`config.mk`:
```
export PLATFORM = sky130hd
export DESIGN_NAME = reflex_weight_learner
export DESIGN_NICKNAME = d
export VERILOG_FILES = /design/src/rtl/rwl_pkg.sv /design/src/rtl/reflex_weight_learner.sv /design/src/rtl/rwl_datapath.sv /design/src/rtl/rwl_controller.sv
export SDC_FILE = /design/constraint.sdc
export NUM_CORES = 2
export LEC_CHECK = 0
export BUFFER_PORTS_ARGS = -buffer_cell sky130_fd_sc_hd__buf_2
export CORE_MARGIN = 2
export CORE_UTILIZATION = 45
export CTS_CLUSTER_DIAMETER = 30
export DETAILED_ROUTE_END_ITERATION = 7
export PLACE_DENSITY = 0.69
export SYNTH_ARGS = -nofsm -noshare
export SYNTH_HDL_FRONTEND = slang
export SYNTH_HIERARCHICAL = 1
export SYNTH_SLANG_ARGS = --single-unit
```
`constraint.sdc`:
```
create_clock -name clock -period 22.8 [get_ports clock]
set_clock_uncertainty 0.2 [all_clocks]
set_input_delay 3.42 -clock clock [delete_from_list [all_inputs] [get_ports clock]]
set_output_delay 3.42 -clock clock [all_outputs]
set_load 0.02 [all_outputs]
```
`src/rtl/rwl_pkg.sv`:
```
// Shared types and constants of the reflex weight learner.
package rwl_pkg;

   // register indexes on the configuration port
   localparam logic [1:0] CSR_MODE  = 2'd0;
   localparam logic [1:0] CSR_LIMIT = 2'd1;
   localparam logic [1:0] CSR_RATE  = 2'd2;

   // learning rule codes held in the mode register
   localparam logic [1:0] MODE_ONE_SIDED = 2'd0;
   localparam logic [1:0] MODE_SYMMETRIC = 2'd1;
   localparam logic [1:0] MODE_CROSS     = 2'd2;
   localparam logic [1:0] MODE_COMBINED  = 2'd3;

   // commands from the controller to the datapath
   typedef struct packed {
      logic load;         // capture an accepted item, form flags and difference
      logic mul_first;    // product of sample and reflex difference
      logic mul_second;   // scale by the learning rate, keep the Q19.16 term
      logic sel_b;        // operate on sample_b instead of sample_a
      logic update;       // apply terms to weights, load the result register
   } cmd_type;

   // status from the datapath to the controller
   typedef struct packed {
      logic combined;     // mode needs a second term for sample_b
   } status_type;

endpackage

```
`src/rtl/reflex_weight_learner.sv`:
```
// Top level of the reflex weight learner: controller plus datapath.
//
// Each request item carries one averaged angle sample (or a roll and pitch
// pair). The block decides whether the threshold reflex fires, updates
// up to four saturating Q15.16 weights by rate * sample * (reflex -
// previous reflex), and returns one response item with the four weights,
// the new reflex value and the reflex flag.
// One item is worked on at a time. The steps are: take the item; two passes
// of the single shared multiplier per term (sample times difference, then
// times the learning rate), one term for sample_a, plus one for sample_b
// in mode 3; then update the weights and load the response register.
// A finished response waits in its own register; the next request is taken
// meanwhile, and only its weight update step waits for the receiver.
// Reset clears the weights, the stored reflex and all configuration.
// The user must write configuration through csr_we / csr_index / csr_wdata
// while idle (not enforced); indexes beyond the register list are ignored.
module reflex_weight_learner import rwl_pkg::*; (
   input  logic          clock,
   input  logic          reset,
   // configuration write port
   input  logic          csr_we,
   input  logic [1:0]    csr_index,
   input  logic [15:0]   csr_wdata,
   // request channel
   input  logic          req_tvalid,
   output logic          req_tready,
   input  logic [31:0]   req_tdata,   // sample_a[15:0], sample_b[31:16]
   // response channel
   output logic          rsp_tvalid,
   input  logic          rsp_tready,
   output logic [151:0]  rsp_tdata    // weight_a0[31:0], weight_a1[63:32],
                                      // weight_b0[95:64], weight_b1[127:96],
                                      // reflex_value[144:128],
                                      // reflex_active[145], zero[151:146]
);

   cmd_type      cmd;
   status_type   status;
   logic [145:0] out_data;

   rwl_controller u_ctrl (
      .clock      (clock),
      .reset      (reset),
      .req_tvalid (req_tvalid),
      .req_tready (req_tready),
      .rsp_tvalid (rsp_tvalid),
      .rsp_tready (rsp_tready),
      .status     (status),
      .cmd        (cmd)
   );

   rwl_datapath u_dp (
      .clock       (clock),
      .reset       (reset),
      .csr_we      (csr_we),
      .csr_index   (csr_index),
      .csr_wdata   (csr_wdata),
      .in_sample_a (req_tdata[15:0]),
      .in_sample_b (req_tdata[31:16]),
      .cmd         (cmd),
      .status      (status),
      .out_data    (out_data)
   );

   assign rsp_tdata = {6'd0, out_data};

endmodule

```
`src/rtl/rwl_datapath.sv`:
```
// Datapath: configuration registers, reflex decision, shared multiplier, weights.
module rwl_datapath import rwl_pkg::*; (
   input  logic          clock,
   input  logic          reset,
   input  logic          csr_we,
   input  logic [1:0]    csr_index,
   input  logic [15:0]   csr_wdata,
   input  logic [15:0]   in_sample_a,
   input  logic [15:0]   in_sample_b,
   input  cmd_type       cmd,
   output status_type    status,
   output logic [145:0]  out_data
);

   // configuration
   logic [1:0]  mode_ff;
   logic [14:0] limit_ff;
   logic [15:0] rate_ff;

   always_ff @(posedge clock) begin
      if (reset) begin
         mode_ff  <= MODE_ONE_SIDED;
         limit_ff <= 15'd0;
         rate_ff  <= 16'd0;
      end else if (csr_we) begin
         case (csr_index)
            CSR_MODE:  mode_ff  <= csr_wdata[1:0];
            CSR_LIMIT: limit_ff <= csr_wdata[14:0];
            CSR_RATE:  rate_ff  <= csr_wdata;
            default:   ;
         endcase
      end
   end

   assign status.combined = (mode_ff == MODE_COMBINED);

   // learner state
   logic signed [31:0] weights_ff [4];
   logic signed [16:0] last_ff;

   // per-item registers
   logic signed [15:0] a_ff, b_ff;
   logic signed [17:0] diff_ff;
   logic signed [16:0] nr_ff;
   logic               act_ff;
   logic               pos_ff;
   logic signed [33:0] prod_ff;
   logic signed [35:0] da_ff, db_ff;

   // reflex decision on the incoming item
   logic signed [16:0] a17, b17, lim17, abs_a, abs_b, m17;
   logic               a_gt, a_lt, over_a, over_b;
   logic signed [16:0] nr_in;
   logic signed [17:0] diff_in;
   logic               act_in;

   always_comb begin
      a17    = 17'(signed'(in_sample_a));
      b17    = 17'(signed'(in_sample_b));
      lim17  = {2'b00, limit_ff};
      abs_a  = a17[16] ? -a17 : a17;
      abs_b  = b17[16] ? -b17 : b17;
      a_gt   = a17 > lim17;
      a_lt   = a17 < -lim17;
      over_a = abs_a > lim17;
      over_b = abs_b > lim17;
      m17    = (over_a ? a17 : 17'sd0) + (over_b ? b17 : 17'sd0);
      case (mode_ff)
         MODE_ONE_SIDED, MODE_CROSS: act_in = a_gt | a_lt;
         MODE_SYMMETRIC:             act_in = abs_a >= lim17;
         MODE_COMBINED:              act_in = !(over_a && over_b);
         default:                    act_in = 1'b0;
      endcase
      if (mode_ff == MODE_COMBINED) begin
         nr_in   = m17;
         diff_in = 18'(m17) - 18'(last_ff);
      end else begin
         nr_in   = act_in ? a17 : 17'sd0;
         diff_in = 18'(a17) - 18'(last_ff);
      end
   end

   always_ff @(posedge clock) begin
      if (cmd.load) begin
         a_ff    <= signed'(in_sample_a);
         b_ff    <= signed'(in_sample_b);
         diff_ff <= diff_in;
         nr_ff   <= nr_in;
         act_ff  <= act_in;
         pos_ff  <= !a_gt;
      end
   end

   // shared multiplier: sample times difference, then times the rate
   logic signed [33:0] mul_x;
   logic signed [17:0] mul_y;
   logic signed [51:0] mul_p;

   always_comb begin
      if (cmd.mul_first) begin
         mul_x = 34'(cmd.sel_b ? b_ff : a_ff);
         mul_y = diff_ff;
      end else begin
         mul_x = prod_ff;
         mul_y = {2'b00, rate_ff};
      end
      mul_p = 52'(mul_x) * 52'(mul_y);
   end

   // arithmetic shift is the floor of the division by 2^16
   always_ff @(posedge clock) begin
      if (cmd.mul_first) prod_ff <= mul_p[33:0];
      if (cmd.mul_second) begin
         if (cmd.sel_b) db_ff <= mul_p[51:16];
         else           da_ff <= mul_p[51:16];
      end
   end

   // weight plus or minus a term, saturated to 32 bits
   function automatic logic signed [31:0] sat_add(input logic signed [31:0] w,
                                                  input logic signed [35:0] d,
                                                  input logic sub);
      logic signed [36:0] v;
      begin
         v = 37'(w) + (sub ? -37'(d) : 37'(d));
         if (v > 37'sh0_7FFF_FFFF)       sat_add = 32'sh7FFF_FFFF;
         else if (v < -37'sh0_8000_0000) sat_add = -32'sh8000_0000;
         else                            sat_add = v[31:0];
      end
   endfunction

   // weight update under the selected rule
   logic signed [31:0] w_new [4];

   always_comb begin
      for (int i = 0; i < 4; i++) w_new[i] = weights_ff[i];
      case (mode_ff)
         MODE_ONE_SIDED: begin
            if (act_ff) begin
               if (!pos_ff) w_new[0] = sat_add(weights_ff[0], da_ff, 1'b0);
               else         w_new[1] = sat_add(weights_ff[1], da_ff, 1'b0);
            end
         end
         MODE_SYMMETRIC: begin
            if (act_ff) begin
               w_new[0] = sat_add(weights_ff[0], da_ff, 1'b0);
               w_new[1] = sat_add(weights_ff[1], da_ff, 1'b1);
            end
         end
         MODE_CROSS: begin
            if (act_ff) begin
               w_new[0] = sat_add(weights_ff[0], da_ff, pos_ff);
               w_new[1] = sat_add(weights_ff[1], da_ff, !pos_ff);
            end
         end
         MODE_COMBINED: begin
            w_new[0] = sat_add(weights_ff[0], da_ff, 1'b0);
            w_new[1] = sat_add(weights_ff[1], da_ff, 1'b1);
            w_new[2] = sat_add(weights_ff[2], db_ff, 1'b0);
            w_new[3] = sat_add(weights_ff[3], db_ff, 1'b0);
         end
         default: ;
      endcase
   end

   always_ff @(posedge clock) begin
      if (reset) begin
         for (int i = 0; i < 4; i++) weights_ff[i] <= 32'sd0;
         last_ff <= 17'sd0;
      end else if (cmd.update) begin
         for (int i = 0; i < 4; i++) weights_ff[i] <= w_new[i];
         last_ff <= nr_ff;
      end
   end

   // result register, holds while the receiver stalls
   logic [145:0] out_ff;

   always_ff @(posedge clock) begin
      if (cmd.update)
         out_ff <= {act_ff, nr_ff, w_new[3], w_new[2], w_new[1], w_new[0]};
   end

   assign out_data = out_ff;

endmodule

```
`src/rtl/rwl_controller.sv`:
```
// Controller: sequences load, multiplier passes, update and result handshake.
module rwl_controller import rwl_pkg::*; (
   input  logic        clock,
   input  logic        reset,
   input  logic        req_tvalid,
   output logic        req_tready,
   output logic        rsp_tvalid,
   input  logic        rsp_tready,
   input  status_type  status,
   output cmd_type     cmd
);

   localparam logic [2:0] ST_IDLE = 3'd0;
   localparam logic [2:0] ST_MA1  = 3'd1;
   localparam logic [2:0] ST_MA2  = 3'd2;
   localparam logic [2:0] ST_MB1  = 3'd3;
   localparam logic [2:0] ST_MB2  = 3'd4;
   localparam logic [2:0] ST_UPD  = 3'd5;

   logic [2:0] state_ff, state_in;
   logic       valid_ff, valid_in;
   logic       out_free;

   assign out_free = !valid_ff || rsp_tready;

   // next state and commands
   always_comb begin
      state_in   = state_ff;
      cmd        = '0;
      req_tready = 1'b0;
      case (state_ff)
         ST_IDLE: begin
            req_tready = 1'b1;
            if (req_tvalid) begin
               cmd.load = 1'b1;
               state_in = ST_MA1;
            end
         end
         ST_MA1: begin
            cmd.mul_first = 1'b1;
            state_in      = ST_MA2;
         end
         ST_MA2: begin
            cmd.mul_second = 1'b1;
            state_in       = status.combined ? ST_MB1 : ST_UPD;
         end
         ST_MB1: begin
            cmd.mul_first = 1'b1;
            cmd.sel_b     = 1'b1;
            state_in      = ST_MB2;
         end
         ST_MB2: begin
            cmd.mul_second = 1'b1;
            cmd.sel_b      = 1'b1;
            state_in       = ST_UPD;
         end
         ST_UPD: begin
            // wait until the result register can take the new item
            if (out_free) begin
               cmd.update = 1'b1;
               state_in   = ST_IDLE;
            end
         end
         default: state_in = ST_IDLE;
      endcase
   end

   // result valid flag
   always_comb begin
      if (cmd.update)      valid_in = 1'b1;
      else if (rsp_tready) valid_in = 1'b0;
      else                 valid_in = valid_ff;
   end

   always_ff @(posedge clock) begin
      if (reset) begin
         state_ff <= ST_IDLE;
         valid_ff <= 1'b0;
      end else begin
         state_ff <= state_in;
         valid_ff <= valid_in;
      end
   end

   assign rsp_tvalid = valid_ff;

endmodule
```
Yosys cells after proc, flatten, opt, wreduce, memory -nomap -nowiden
Memories as Yosys holds them, arrays and structs flattened.
Cells that the tools add are included.
{ "totals": {"input_bits": 55, "word_cells": 145, "register_bits": 375, "mem_bits_rw": 128, "rom_bits": 0, "memories": 1, "output_inout_bits": 154, "latch_bits": 0} }
{ "memory_table": {"columns": ["memory", "words", "word_bits", "rd", "rd_clocked_by_memory_dff", "wr", "line_no", "rtl"], "rows": [
  ["u_dp.weights_ff", 4, 32, 4, 0, 4, "rwl_datapath.sv:38", "logic signed [31:0] weights_ff [4];"]
]} }
{ "op_classes": {"n_eq_ne": 12, "mux": 57, "mul": 1, "order_cmp": 19, "n_shift": 0, "n_reduce_logical": 19, "div_mod_pow": 0, "n_bitwise": 6, "addsub": 14} }
{ "ops": {"columns": ["op", "n"], "rows": [
  ["32-bit 2-to-1 mux", 20],
  ["37-bit by 32-bit greater-than comparator with 1-bit output (second input constant)", 7],
  ["37-bit by 32-bit less-than comparator with 1-bit output (second input constant)", 7],
  ["64-bit 2-to-1 mux", 4],
  ["64-bit one-hot mux with 4 select lines", 1],
  ["32-bit by 36-bit adder with 37-bit output", 4],
  ["32-bit by 37-bit adder with 37-bit output", 3],
  ["17-bit 2-to-1 mux", 6],
  ["37-bit 2-to-1 mux", 2],
  ["34-bit 2-to-1 mux", 2],
  ["34-bit by 18-bit multiplier with 52-bit output", 1],
  ["36-bit negator with 37-bit output", 1],
  ["18-bit 2-to-1 mux", 2],
  ["17-bit by 16-bit greater-than comparator with 1-bit output", 2],
  ["16-bit negator with 17-bit output", 2],
  ["3-bit one-hot mux with 6 select lines", 1],
  ["16-bit by 17-bit subtractor with 18-bit output", 1],
  ["17-bit by 17-bit subtractor with 18-bit output", 1],
  ["17-bit adder", 1],
  ["17-bit by 16-bit >= comparator with 1-bit output", 1],
  ["16-bit by 17-bit less-than comparator with 1-bit output", 1],
  ["15-bit negator with 17-bit output", 1],
  ["16-bit greater-than comparator", 1],
  ["1-bit 2-to-1 mux", 15],
  ["19 further kinds", 41]
]} }

Logic depth before layout (Yosys ltp)
{ "logic_depth": {"depth_word": 9, "mapped_depth": 40, "depth_no_buf": 39} }

Cells and area by module
Netlist, hierarchy kept.
{ "by_module_without_submodules": {"columns": ["mod", "area_per_inst_um2", "cells_per_inst", "seq_area_each_um2", "instances"], "rows": [
  ["rwl_datapath", 61575.3, 6935, 14483.9, 1],
  ["rwl_controller", 261.5, 32, 80.1, 1],
  ["reflex_weight_learner", 48.8, 7, 0.0, 1]
]} }

Least setup slack after synthesis
No wires, ideal clock.
{ "synth_timing": {"path_type": "input-to-reg", "startpoint": "input req_tdata[20]", "endpoint": "register u_dp.diff_ff[16] (data pin)", "required_ns": 22.342, "t_arrival_ns": 9.534, "path_slack_ns": 12.809, "n_path_buf": 1, "setup_time_ns": 0.258, "stages": 37, "path_cell_list": "or3_1 > or2_2 > nor2_1 > nand2_1 > o21ai_0 > xnor2_1 > ha_1 > and4_1 > and4_1 > nand4_1 > nand3_1 > o21ai_0 > nor2_1 > clkbuf_1 > nor2_1 > ha_1 > inv_1 > fa_1 > nor2b_1 > o21ai_0 > a21oi_1 > o21ai_0 > a21boi_0 > o21ai_0 > a21oi_1 > o21ai_0 > nand2b_1 > xnor2_1 > nor2_1 > a21o_1 > ha_1 > or2_2 > a21oi_1 > nor2_1 > a211o_1 > a21oi_1 > xnor2_1"} }
{ "synth_via": {"elab_chain_len": 7} }
{ "synth_rtl": {"columns": ["item", "line_no", "rtl"], "rows": [
  ["start, declared", "reflex_weight_learner.sv:27", "input logic [31:0] req_tdata,"],
  ["16-bit negator with 17-bit output", "rwl_datapath.sv:62", "abs_b = b17[16] ? -b17 : b17;"],
  ["17-bit 2-to-1 mux", "rwl_datapath.sv:62", null],
  ["17-bit by 16-bit greater-than comparator with 1-bit output", "rwl_datapath.sv:66", "over_b = abs_b > lim17;"],
  ["17-bit 2-to-1 mux *", "rwl_datapath.sv:67", "m17 = (over_a ? a17 : 17'sd0) + (over_b ? b17 : 17'sd0);"],
  ["17-bit adder *", "rwl_datapath.sv:67", null],
  ["17-bit by 17-bit subtractor with 18-bit output *", "rwl_datapath.sv:76", "diff_in = 18'(m17) - 18'(last_ff);"],
  ["18-bit 2-to-1 mux *", "rwl_datapath.sv:74", "if (mode_ff == MODE_COMBINED) begin"],
  ["via u_dp.diff_in[16]", "rwl_datapath.sv:54", "logic signed [17:0] diff_in;"],
  ["end signal, assigned", "rwl_datapath.sv:87", "diff_ff <= diff_in;"],
  ["end, declared", "rwl_datapath.sv:43", "logic signed [17:0] diff_ff;"]
]} }
The timed path passes the listed nets; every way through them passes the cells marked *.
A chain may end at the register's enable or synchronous reset.

==> results.txt <==
The number of buffers added to fix hold violations after cts came out at 0. The final wirelength is approximately 210 mm. The fmax is ~91 MHz. Routability-driven placement finished with a final weighted congestion of 0.990.

The count of endpoints failing setup in the final report came out at 0. The post-CTS setup buffer count came out at 0. The required time reported for the critical path endpoint is 23.07 ns. For this run, the share of the core covered by cells in the final layout is 0.502.

The switching portion of total power is 0.517. The die width is 375 um. By count the netlist is led by 792 x sky130_fd_sc_hd__nand2_1, 718 x sky130_fd_sc_hd__inv_1, 600 x sky130_fd_sc_hd__nor2_1, 594 x sky130_fd_sc_hd__fa_1, 475 x sky130_fd_sc_hd__a21oi_1.

The worst vdd rail ir drop is 275 uV. For the pin with the worst max-slew slack, the measured transition is 1.21 ns. The top cell type's share of synthesized area came out at 0.218.

The number of buffers created by CTS is 131. The area fraction in compound gates after synthesis is 0.185. The number of buffers inserted by port buffering is 202. The number of nets in the layout came out at 8162. The worst register-to-register path begins at u_ctrl/state_ff[2]$_SDFFE_PP0P_.

The cell-internal power is 5.32 mW. The fraction of the mapped netlist area in simple logic gates is 0.156. After synthesis, the largest family of logic cells by area is adder cells.

The sequential fraction of design power came out at 0.162. The clock network latency to the later pin of the worst-skew pair is 0.78 ns. The min-delay analysis places its worst path in the category flop to flop. The die is ~370 um tall. The category of the worst setup path capture point is a flop. The number of global-route vias before repair came out at about 54000. The largest fanout on the critical path came out at 71.

In the post-synthesis netlist, the biggest area contributors are sky130_fd_sc_hd__edfxtp_1 22%, sky130_fd_sc_hd__fa_1 19%, sky130_fd_sc_hd__ha_1 9.5%, sky130_fd_sc_hd__nand2_1 4.8%, sky130_fd_sc_hd__inv_1 4.4%. The setup path with the least slack is of type flop to flop. For hold timing, the worst endpoint is u_dp/out_data[136]$_DFFE_PP_. The register bit total from synthesis is 503.

The full die area is 141000 um^2. The worst hold path was traced through 0 stages. For this run, the slowest stage of the critical path takes 0.76 ns. Dividing the detail-routed via count by the number of cells gives 6.02. The total core area is 137000 um^2. The clock sink count came out at just over 500.

The detailed-router iteration count before antenna repair is 8. The setup slack on the worst flop-to-flop path came out at 11.86 ns. The vias after detailed routing came out at 53848. The part of the power in combinational logic is 0.671. Counting stages on the worst path, the most repeated cell is sky130_fd_sc_hd__fa_1. The flow ran to the end, and the final reports show no timing, DRC or antenna violations. The share of synthesized cell area in full adder, half adder and majority cells came out at 0.287. The arrival time of data at the critical path endpoint came out at about 11 ns.

The clock share of power came out at 0.167. The global-route wire length before repair came out at 320 mm. The count of nets left with antenna violations once routing finished came out at 0. The number of gates resized after CTS came out at 0. The portion of synthesized area spent on multiplexers is 0.0115.

Among all stages on the critical path, the largest delay is contributed by sky130_fd_sc_hd__buf_4. The synthesized area per cell is a little under 9 um^2. Among all flip-flop cells after synthesis, the most frequent one is sky130_fd_sc_hd__edfxtp_1. The worst hold path begins at u_dp/nr_ff[8]$_DFFE_PP_. Once detailed placement completed, the half-perimeter wirelength came to around 160 mm. For this run, asynchronously set or reset flops after synthesis account for 0. The boundary pin count is 209. The power dissipated by switching net loads came out at between 5 and 6 mW.

The initial utilization of the core area, before any placement, comes to 0.452. The setup TNS came out at 0 ns. Setup repair after global routing left no endpoint under its margin.

The final max-slew violation count is 0. The routed length per instance came out at 23.7 um. The buffer depth of the longest clock path came out at 3. Of the synthesized area, sequential elements account for 0.235. The count of unique library cells instantiated by Yosys came out at between 100 and 150. The worst relative slew slack came out at 0.196. The synthesized design contains 449 enable-type register cells. The global-route usage over all layers is 0.298.

The power density normalized to cell area is 160 nW/um^2. The xor and xnor fraction of the mapped netlist area came out at 0.0590. The cell area after synthesis is 61900 um^2. Clock-pin slew was measured on the worst setup and hold paths at 0.06 ns.

The violation count after the first detailed-routing iteration is 5170. After layout, the minimum clock period comes to 10.94 ns. The layout cell share with drive strength beyond 1 came out at 0.0845. The H-tree depth reported by CTS is 4. The total leakage power came out at 28.6 nW. The number of maximum-capacitance constraint violations came out at 0. The worst reg2reg path depth came out at 28. The total DRC errors in the routed layout came out at 0.

sky130_fd_sc_hd__edfxtp_1 takes more of the synthesized area than any other cell. The pin count of the biggest net entering global routing is 97. The area added between synthesis and finish is 11.2%. The share of the cycle needed by the critical path after routing is 0.480. In this run the clock root is driven by a sky130_fd_sc_hd__clkbuf_16. The count of final hold-check violations is 0.

The number of fillers in the final layout came out at 12762. TritonCTS built the clock tree. The worst register-to-register path ends at u_dp/da_ff[35]$_DFFE_PP_. The count of synthesis-stage warnings from yosys came out at 6. The gate count after technology mapping is 6974.

In the post-synthesis netlist, the cell with the most instances is sky130_fd_sc_hd__nand2_1. The count of standard-cell rows came out at roughly 140. The worst setup path is launched from a flop. The initial antenna violation count came out at 6. For this run the aggregate overflow at the end of global routing stands at 0.
==> flip-flops by register name, indices dropped and copies added, names as in the netlist <==
signal,count
u_dp/last_ff,17
u_dp/diff_ff,18
u_dp/db_ff,36
u_dp/weights_ff,128
u_dp/limit_ff,15
u_dp/out_data,146
u_ctrl/rsp_tvalid,1
u_dp/nr_ff,17
u_ctrl/state_ff,3
u_dp/da_ff,36
u_dp/a_ff,16
u_dp/rate_ff,16
u_dp/mode_ff,2
u_dp/act_ff,1
u_dp/prod_ff,34
u_dp/b_ff,16
u_dp/pos_ff,1
==> power groups by stage <==
| stage | registers (mW) | clock network, mW | logic (mW) |
|---|---|---|---|
| global placement | 1.79 | 0 | 7.11 |
| floorplan | 1.61 | 0 | 5.00 |
| CTS | 1.77 | 1.86 | 7.25 |
| detailed placement | 1.79 | 0 | 7.19 |
| finish | 1.78 | 1.84 | 7.38 |
| global route | 1.78 | 1.91 | 8.04 |
==> final cells by class <==
| type | instances | area (um^2) | share of cell area |
|---|---|---|---|
| inverter | 721 | 2710 | 0.0394 |
| clock buffer | 148 | 3360 | 0.0489 |
| timing repair buffer | 265 | 1500 | 0.0217 |
| antenna | 4 | 10.0 | 0.000145 |
| tap | 1794 | 2240 | 0.0326 |
| sequential | 503 | 14600 | 0.212 |
| clock inverter | 90 | 1050 | 0.0152 |
| multi-input combinational | 5420 | 43400 | 0.630 |
==> worst max path at each step <==
stage | from | endpoint | cells after the start
2_1_floorplan | req_tdata[20] | u_dp/diff_ff[16]$_DFFE_PP_ | 37
4_1_cts | u_ctrl/state_ff[2]$_SDFFE_PP0P_ | u_dp/da_ff[35]$_DFFE_PP_ | 28
3_5_place_dp | req_tdata[20] | u_dp/diff_ff[16]$_DFFE_PP_ | 37
3_3_place_gp | req_tdata[20] | u_dp/diff_ff[16]$_DFFE_PP_ | 37
5_1_grt | u_ctrl/state_ff[0]$_SDFFE_PP0P_ | u_dp/da_ff[35]$_DFFE_PP_ | 28
6_report | u_ctrl/state_ff[2]$_SDFFE_PP0P_ | u_dp/da_ff[35]$_DFFE_PP_ | 28
==> cell families (layout without fill, tap and decap cells) <==
logic type	count (synthesis)	in the layout
other	1	10
adder cells (fa/ha/maj)	1065	1065
buffers and inverters	1056	1224
multiplexers	69	69
XOR/XNOR	415	415
flip-flops	503	503
AND/OR/NAND/NOR	2087	2087
AO/OA/AOI/OAI	1778	1778
==> stage by stage <==
stage                     hold WS [ns]  instance area (um^2)  worst slack (ns)  power (mW)  std cells
after floorplan                  0.226                 61900             12.81        6.61       6979
after global placement           0.230                 64400             11.74        8.90       8703
after detailed placement         0.237                 64400             11.66        8.98       8703
after CTS                        0.250                 68800             12.05        10.9       8941
after global routing             0.257                 68800             11.44        11.7       8942
final                            0.248                 68800             11.86        11.0       8945
==> layer usage <==
| layer | vias up | part of all wire | routed length, um | global-route usage |
|---|---|---|---|---|
| met2 | 2637 | 0.46 | 96900 | 0.478 |
| li1 | 24371 | - | - | - |
| met5 | - | 0.000061 | 13 | 0 |
| met1 | 26163 | 0.38 | 81100 | 0.366 |
| met3 | 675 | 0.084 | 17800 | 0.0557 |
| met4 | 2 | 0.075 | 15900 | 0.201 |
==> critical path, delay by kind of cell, from the launching register on <==
family	cells	cell delay (ns)
adder cells (fa/ha/maj)	7	3.34
XOR/XNOR	1	0.11
buffers and inverters	6	1.98
flip-flops	1	0.38
AO/OA/AOI/OAI	9	3.02
AND/OR/NAND/NOR	5	1.52
==> layout by cell type, fill, tap and decap left out, types with 53 or more instances in the layout <==
cell / synthesis / routed
sky130_fd_sc_hd__a21oi_1: 475 / 475
sky130_fd_sc_hd__fa_1: 594 / 594
sky130_fd_sc_hd__o21a_1: 83 / 83
sky130_fd_sc_hd__ha_1: 471 / 471
sky130_fd_sc_hd__nor3_1: 70 / 70
sky130_fd_sc_hd__o211ai_1: 71 / 71
sky130_fd_sc_hd__a31oi_1: 57 / 57
sky130_fd_sc_hd__clkbuf_16: 0 / 132
sky130_fd_sc_hd__nor2_1: 600 / 597
sky130_fd_sc_hd__nor2b_1: 58 / 56
sky130_fd_sc_hd__buf_2: 36 / 202
sky130_fd_sc_hd__a21o_1: 226 / 226
sky130_fd_sc_hd__buf_4: 14 / 62
sky130_fd_sc_hd__xor2_1: 144 / 144
sky130_fd_sc_hd__nand2_1: 792 / 791
sky130_fd_sc_hd__nand3_1: 113 / 113
sky130_fd_sc_hd__dfxtp_1: 54 / 53
sky130_fd_sc_hd__o22ai_1: 76 / 76
sky130_fd_sc_hd__o21ai_0: 385 / 385
sky130_fd_sc_hd__nand2b_1: 97 / 96
sky130_fd_sc_hd__xnor2_1: 269 / 269
sky130_fd_sc_hd__inv_1: 718 / 717
sky130_fd_sc_hd__or3_1: 67 / 67
sky130_fd_sc_hd__edfxtp_1: 449 / 449
sky130_fd_sc_hd__a211oi_1: 57 / 57
Power figures use the tool's default switching activity.
